--- src/tlvrl_pkg.sv ---
// Shared types and constants for the TLV record locator.
`timescale 1ns / 1ps

package tlvrl_pkg;

  localparam int IMAGE_BYTES = 4096;
  localparam int POS_W       = $clog2(IMAGE_BYTES) + 1;
  localparam logic [POS_W-1:0] LAST_POS = POS_W'(IMAGE_BYTES - 1);

  localparam logic [7:0] MAGIC_BYTE = 8'h41;

  localparam int ADDR_W = 3;
  localparam int DATA_W = 32;

  typedef enum logic [0:0] {
    REG_SEARCH_ID      = 1'b0,
    REG_FORMAT_VERSION = 1'b1
  } reg_idx_t;

  typedef enum logic [1:0] {
    ST_FOUND      = 2'd0,
    ST_BAD_HEADER = 2'd1,
    ST_TERMINATOR = 2'd2,
    ST_IMAGE_END  = 2'd3
  } status_t;

  typedef enum logic [5:0] {
    PH_MAGIC   = 6'b000001,
    PH_VERSION = 6'b000010,
    PH_ID      = 6'b000100,
    PH_SIZE_LO = 6'b001000,
    PH_SIZE_HI = 6'b010000,
    PH_SKIP    = 6'b100000
  } phase_t;

  typedef struct packed {
    logic [7:0] search_id;
    logic [7:0] format_version;
  } cfg_t;

  typedef struct packed {
    logic [1:0]  status;
    logic [12:0] payload_offset;
    logic [15:0] payload_size;
  } res_t;

endpackage

--- src/tlvrl_record_locator_top.sv ---
// Top level of the TLV record locator.
`timescale 1ns / 1ps

// Streams a settings image one byte per beat and hunts for one record id.
// The image is a magic byte (0x41), a version byte, then records of
// id / 16-bit little-endian size / payload; payloads of other ids are
// skipped. Exactly one result beat comes out per image: found (with the
// offset of the first payload byte and the size), bad magic or version,
// id-0 terminator, or image ended (also when a header is cut off or the
// image reaches 4096 bytes). After a result, bytes up to the one flagged
// last_byte are swallowed without output; last_byte rearms the parser.
// Throughput is one byte per clock while in_stall is low: each byte is a
// phase update, a counter step and a few compares in the parser, and its
// result, if any, is registered in the output stage in the next cycle.
// A two-entry output stage (result register plus skid) keeps input
// flowing while the sink stalls; in_stall rises only once both entries
// hold undelivered results. search_id and format_version sit at APB byte
// addresses 0 and 4; write them only while no image is in flight.
module tlv_record_locator_top
  import tlvrl_pkg::*;
(
  input  logic              clk,
  input  logic              rst,
  // image byte channel
  input  logic              in_valid,
  output logic              in_stall,
  input  logic [7:0]        data_byte,
  input  logic              last_byte,
  // result channel
  output logic              out_valid,
  input  logic              out_stall,
  output logic [1:0]        status,
  output logic [12:0]       payload_offset,
  output logic [15:0]       payload_size,
  // configuration
  input  logic              psel,
  input  logic              penable,
  input  logic              pwrite,
  input  logic [ADDR_W-1:0] paddr,
  input  logic [DATA_W-1:0] pwdata,
  output logic [DATA_W-1:0] prdata,
  output logic              pready
);

  cfg_t cfg;
  logic accept;
  logic res_valid;
  res_t res;
  res_t out_data;
  logic buf_full;

  assign in_stall = buf_full;
  assign accept   = in_valid & ~buf_full;

  tlvrl_cfg u_cfg (
    .clk     (clk),
    .rst     (rst),
    .psel    (psel),
    .penable (penable),
    .pwrite  (pwrite),
    .paddr   (paddr),
    .pwdata  (pwdata),
    .prdata  (prdata),
    .pready  (pready),
    .cfg     (cfg)
  );

  tlvrl_parser u_parser (
    .clk       (clk),
    .rst       (rst),
    .accept    (accept),
    .data_byte (data_byte),
    .last_byte (last_byte),
    .cfg       (cfg),
    .res_valid (res_valid),
    .res       (res)
  );

  tlvrl_out_buf u_out_buf (
    .clk       (clk),
    .rst       (rst),
    .push      (res_valid),
    .push_data (res),
    .full      (buf_full),
    .out_valid (out_valid),
    .out_stall (out_stall),
    .out_data  (out_data)
  );

  assign status         = out_data.status;
  assign payload_offset = out_data.payload_offset;
  assign payload_size   = out_data.payload_size;

endmodule

--- src/tlvrl_cfg.sv ---
// APB register file: search id and expected format version.
`timescale 1ns / 1ps

module tlvrl_cfg
  import tlvrl_pkg::*;
(
  input  logic              clk,
  input  logic              rst,
  input  logic              psel,
  input  logic              penable,
  input  logic              pwrite,
  input  logic [ADDR_W-1:0] paddr,
  input  logic [DATA_W-1:0] pwdata,
  output logic [DATA_W-1:0] prdata,
  output logic              pready,
  output cfg_t              cfg
);

  cfg_t     regs;
  reg_idx_t idx;
  logic     wr_en;

  // word aligned: low address bits are ignored
  assign idx    = reg_idx_t'(paddr[2]);
  assign wr_en  = psel & penable & pwrite;
  assign pready = 1'b1;
  assign cfg    = regs;

  always_ff @(posedge clk) begin
    if (rst) begin
      regs.search_id      <= 8'd1;
      regs.format_version <= 8'd1;
    end else if (wr_en) begin
      unique case (idx)
        REG_SEARCH_ID:      regs.search_id      <= pwdata[7:0];
        REG_FORMAT_VERSION: regs.format_version <= pwdata[7:0];
        default: ;
      endcase
    end
  end

  always_comb begin
    unique case (idx)
      REG_SEARCH_ID:      prdata = {{(DATA_W-8){1'b0}}, regs.search_id};
      REG_FORMAT_VERSION: prdata = {{(DATA_W-8){1'b0}}, regs.format_version};
      default:            prdata = '0;
    endcase
  end

endmodule

--- src/tlvrl_parser.sv ---
// Per-byte image parser: phase tracking, payload skipping, result decision.
`timescale 1ns / 1ps

module tlvrl_parser
  import tlvrl_pkg::*;
(
  input  logic       clk,
  input  logic       rst,
  input  logic       accept,
  input  logic [7:0] data_byte,
  input  logic       last_byte,
  input  cfg_t       cfg,
  output logic       res_valid,
  output res_t       res
);

  phase_t           phase, phase_next;
  logic [POS_W-1:0] pos;
  logic             id_matched, id_matched_next;
  logic [7:0]       size_lo, size_lo_next;
  logic [15:0]      skip, skip_next;
  logic             decided;

  logic             at_end;
  logic             emit;
  logic [15:0]      size_word;
  logic [15:0]      skip_dec;

  assign at_end    = last_byte | (pos >= LAST_POS);
  assign size_word = {data_byte, size_lo};
  assign skip_dec  = (skip != 16'd0) ? skip - 16'd1 : 16'd0;

  always_comb begin
    phase_next      = phase;
    id_matched_next = id_matched;
    size_lo_next    = size_lo;
    skip_next       = skip;
    emit            = 1'b0;
    res.status         = ST_FOUND;
    res.payload_offset = '0;
    res.payload_size   = '0;

    unique case (phase)
      PH_MAGIC: begin
        if (data_byte != MAGIC_BYTE) begin
          res.status = ST_BAD_HEADER;
          emit       = 1'b1;
        end else begin
          phase_next = PH_VERSION;
        end
      end
      PH_VERSION: begin
        if (data_byte != cfg.format_version) begin
          res.status = ST_BAD_HEADER;
          emit       = 1'b1;
        end else begin
          phase_next = PH_ID;
        end
      end
      PH_ID: begin
        if (data_byte == 8'd0) begin
          res.status = ST_TERMINATOR;
          emit       = 1'b1;
        end else begin
          id_matched_next = (data_byte == cfg.search_id);
          phase_next      = PH_SIZE_LO;
        end
      end
      PH_SIZE_LO: begin
        size_lo_next = data_byte;
        phase_next   = PH_SIZE_HI;
      end
      PH_SIZE_HI: begin
        if (id_matched) begin
          res.status         = ST_FOUND;
          res.payload_offset = 13'(pos + POS_W'(1));
          res.payload_size   = size_word;
          emit               = 1'b1;
        end else if (size_word == 16'd0) begin
          phase_next = PH_ID;
        end else begin
          skip_next  = size_word;
          phase_next = PH_SKIP;
        end
      end
      PH_SKIP: begin
        skip_next = skip_dec;
        if (skip_dec == 16'd0) phase_next = PH_ID;
      end
      default: phase_next = PH_MAGIC;
    endcase

    // image end with nothing decided yet
    if (!emit && at_end) begin
      res.status         = ST_IMAGE_END;
      res.payload_offset = '0;
      res.payload_size   = '0;
      emit               = 1'b1;
    end
  end

  assign res_valid = accept & ~decided & emit;

  always_ff @(posedge clk) begin
    if (rst || (accept && last_byte)) begin
      phase      <= PH_MAGIC;
      pos        <= '0;
      id_matched <= 1'b0;
      size_lo    <= '0;
      skip       <= '0;
      decided    <= 1'b0;
    end else if (accept && !decided) begin
      phase      <= phase_next;
      id_matched <= id_matched_next;
      size_lo    <= size_lo_next;
      skip       <= skip_next;
      if (emit) decided <= 1'b1;
      else      pos     <= pos + POS_W'(1);
    end
  end

endmodule

--- src/tlvrl_out_buf.sv ---
// Result register with a skid stage so input keeps flowing under output stall.
`timescale 1ns / 1ps

module tlvrl_out_buf
  import tlvrl_pkg::*;
(
  input  logic clk,
  input  logic rst,
  input  logic push,
  input  res_t push_data,
  output logic full,
  output logic out_valid,
  input  logic out_stall,
  output res_t out_data
);

  logic skid_valid;
  res_t skid_data;
  logic pop;

  assign pop  = out_valid & ~out_stall;
  assign full = skid_valid;

  always_ff @(posedge clk) begin
    if (rst) begin
      out_valid  <= 1'b0;
      skid_valid <= 1'b0;
    end else if (skid_valid) begin
      if (pop) begin
        out_data   <= skid_data;
        skid_valid <= 1'b0;
      end
    end else if (push) begin
      if (out_valid && !pop) begin
        skid_data  <= push_data;
        skid_valid <= 1'b1;
      end else begin
        out_data  <= push_data;
        out_valid <= 1'b1;
      end
    end else if (pop) begin
      out_valid <= 1'b0;
    end
  end

endmodule
--- config.mk ---
export PLATFORM = sky130hd
export DESIGN_NAME = tlv_record_locator_top
export DESIGN_NICKNAME = d
export VERILOG_FILES = /design/src/tlvrl_pkg.sv /design/src/tlvrl_record_locator_top.sv /design/src/tlvrl_cfg.sv /design/src/tlvrl_parser.sv /design/src/tlvrl_out_buf.sv
export SDC_FILE = /design/constraint.sdc
export NUM_CORES = 1
export LEC_CHECK = 0
export BUFFER_PORTS_ARGS = -buffer_cell sky130_fd_sc_hd__clkbuf_2
export CORE_UTILIZATION = 47
export CTS_BUF_LIST = sky130_fd_sc_hd__clkbuf_8
export CTS_CLUSTER_SIZE = 28
export DETAILED_ROUTE_END_ITERATION = 6
export GPL_ROUTABILITY_DRIVEN = 0
export PLACE_DENSITY = 0.69
export SYNTH_ARGS = -nofsm -noshare
export SYNTH_HDL_FRONTEND = slang
export SYNTH_HIERARCHICAL = 1
export SYNTH_SLANG_ARGS = --single-unit
--- constraint.sdc ---
create_clock -name clk -period 7.98 [get_ports clk]
set_clock_uncertainty 0.15 [all_clocks]
set_input_delay 0.798 -clock clk [delete_from_list [all_inputs] [get_ports clk]]
set_output_delay 0.798 -clock clk [all_outputs]
set_load 0.02 [all_outputs]
==> results.txt <==
Worst-Skew Late Latency: 430 ps
Worst-path clk slew: 70 ps
Final Hold Vio Count: 0
CTS root buf: clkbuf_8
Antenna Nets Post-Route: 0
CP peak stage delay: 870 ps
Cell Chain, Critical Path: nand4_1 > nand2_1 > nor4_4 > nor2b_1 > nand2b_1 > nor3_2 > buf_4
Initial core utilization: 48.4%
Port Buffers: 65
Core area: 0.0133 mm^2
Placed cell count: 823
Wire length of the first global-routing pass: 22400 um
Number of flops mapped to enable cells by yosys: 62
Vias in the first global route: 4498
Pin count of the biggest net entering global routing: 38
Die X: 119 um
Antenna violations before repair: 0
Leakage: 2.92 nW
WP data arrival: 3890 ps
Met1 Usage GRT: 26.1%
1st-iter DRT viols: 409
Synth Register Bits: 125
H-tree Lvls: 4
Fin Setup TNS: 0 ps
Slew at the pin with the worst max-slew slack: 1110 ps
Most common cell in the netlist: nor2_1
Die Y: 119 um
Worst min-delay path startpoint: u_parser/decided$_SDFFE_PP0P_
Status: finished, final reports clean
Final critical-path share of the clock period: 49.3%
Die Area: 0.0142 mm^2
Crit. End Element: flop
Yosys top cell area share: 28.9%
Post-synth top cells: nor2_1 (66), dfxtp_1 (63), edfxtp_1 (62)
M3 GR Usage: 4.60%
I/O pins: 117
Crit path from: u_parser/id_matched$_SDFFE_PP0P_
Synth area leader: edfxtp_1
Slew headroom: 25.4%
Post-synthesis sequential area ratio: 48.5%
Grt met2 use: 32.6%
Final number of setup-violating endpoints: 0
Crit start category: flop
Postcts setup bufs: 0
Cell variety after synth: 66
RSZ-0062 raised after global routing: no
Antenna cells: 0
Dpl hpwl: 9350 um
WS Path Type: reg -> reg
Avg Inst Size Synth: 10.6 um^2
Largest cells by area after synthesis: edfxtp_1 (29%), dfxtp_1 (20%), mux2_2 (6.8%)
Total number of vias: 4667
FFs w/ async S/R, synth: 0%
Row count: 42
GRT Overall Usage: 20.1%
Final max-slew violation count: 0
Clock sink count: 125
Post-route insts no fill: 855
WL final: 13700 um
Hold-fix buffers, CTS: 0
Max-cap violations: 0
Yosys Warn Count: 6
Fmax: 254 MHz
Top Usage Layer GRT: met2
Min cycle time layout: 3930 ps
Proportion of layout cells with a drive suffix above 1: 23.1%
Remaining global-route overflow: 0
CTS buffer count: 17
Wirelength per Cell: 16.0 um
CTS tree: done
Power per standard cell area: 183 mW/mm^2
CP max-delay cell: nor3_2
Synth Flop Type: dfxtp_1
Critical Path RT: 7940 ps
Synthesized instance count: 609
Drt pass-1 iters: 6
Layout area overhead: 11.0%
DRC viols: 0
CTS resizes: 0
Mapped Area: 0.00644 mm^2
Worst hold path type: reg -> reg
Peak VDD IR: 93.4 uV
DR vias/cell: 5.46
Fin util: 53.8%
Crit-path max FO: 20
Hold slack: 337 ps
Layout Nets: 719
Worst r2r src: u_parser/id_matched$_SDFFE_PP0P_
Clock tree buffer depth: 2
-- metrics by stage --
step / area (um^2) / power (mW) / setup slack (ps)
after detailed placement: 6770 / 0.799 / 3860
after global placement: 6770 / 0.797 / 3980
after floorplan: 6520 / 0.779 / 3220
after CTS: 7150 / 1.32 / 3940
after global routing: 7150 / 1.36 / 3570
final: 7150 / 1.31 / 4050
-- placed cells by master (no fill, tap or decap), types with 5 or more instances in the layout --
master and n:
a211oi_1 6, a21oi_1 17, a22oi_1 6, and3_1 24, buf_4 6, clkbuf_2 65, clkbuf_8 18, conb_1 25
dfxtp_1 63, edfxtp_1 62, inv_1 13, mux2_2 39, mux2i_1 28, nand2_1 33, nand2b_1 26, nand3_1 14
nand4_1 8, nor2_1 66, nor3_1 11, nor4_1 8, o211ai_1 5, o21ai_0 21, xnor2_1 17, xor2_1 21
-- state kept, by name (all words and copies together), names as in the netlist --
name	flops
u_out_buf/out_valid	1
u_parser/decided	1
u_cfg/cfg	16
u_parser/skip	16
u_parser/id_matched	1
u_out_buf/full	1
u_parser/phase	6
u_parser/pos	13
u_parser/size_lo	8
u_out_buf/skid_data	31
u_out_buf/out_data	31
-- cell type report --
class / count / area (um^2)
Fill cell: 1188 / 6150
Inverter: 10 / 37.5
Tap cell: 176 / 220
Timing Repair Buffer: 71 / 370
Sequential cell: 125 / 3120
Clock buffer: 18 / 248
Multi-Input combinational cell: 441 / 3020
Clock inverter: 14 / 131
-- metal layers --
metal | share of wire (%) | vias up
li1 | - | 2263
met1 | 45 | 2253
met2 | 49 | 132
met3 | 4.6 | 19
met4 | 1.6 | 0
met5 | 0 | -
-- worst max-delay path, delay by kind of cell, from the launching register on --
family                 cells  cell delay (ps)
and+or+nand+nor            6             2360
DFF                        1              660
buffers and inverters      1              420
-- worst paths after layout --
path,endpoint,slack (ps),cells after the start
max,u_out_buf/skid_data[1]$_DFFE_PP_,4050,7
min,u_parser/decided$_SDFFE_PP0P_,340,2
max reg2reg,u_out_buf/skid_data[1]$_DFFE_PP_,4050,7
min reg2reg,u_parser/decided$_SDFFE_PP0P_,340,2
-- cell families (layout without fill, tap and decap cells) --
family,Yosys count,count (layout),share of synthesized area (%)
buffers and inverters,66,113,6.20
and+or+nand+nor,222,222,18.7
muxes,70,70,11.9
other,2,25,0.117
xor gates and xnor gates,38,38,5.17
adders and majority gates,2,2,0.389
AOI/OAI and AO/OA,84,84,9.00
DFF,125,125,48.5
-- power breakdown --
part | internal (mW) | switching [mW] | total [mW]
registers | 0.682 | 0.00542 | 0.688
clock network | 0.280 | 0.246 | 0.527
logic | 0.0298 | 0.0671 | 0.0969
Note: power is estimated with default switching activity, not from simulation.
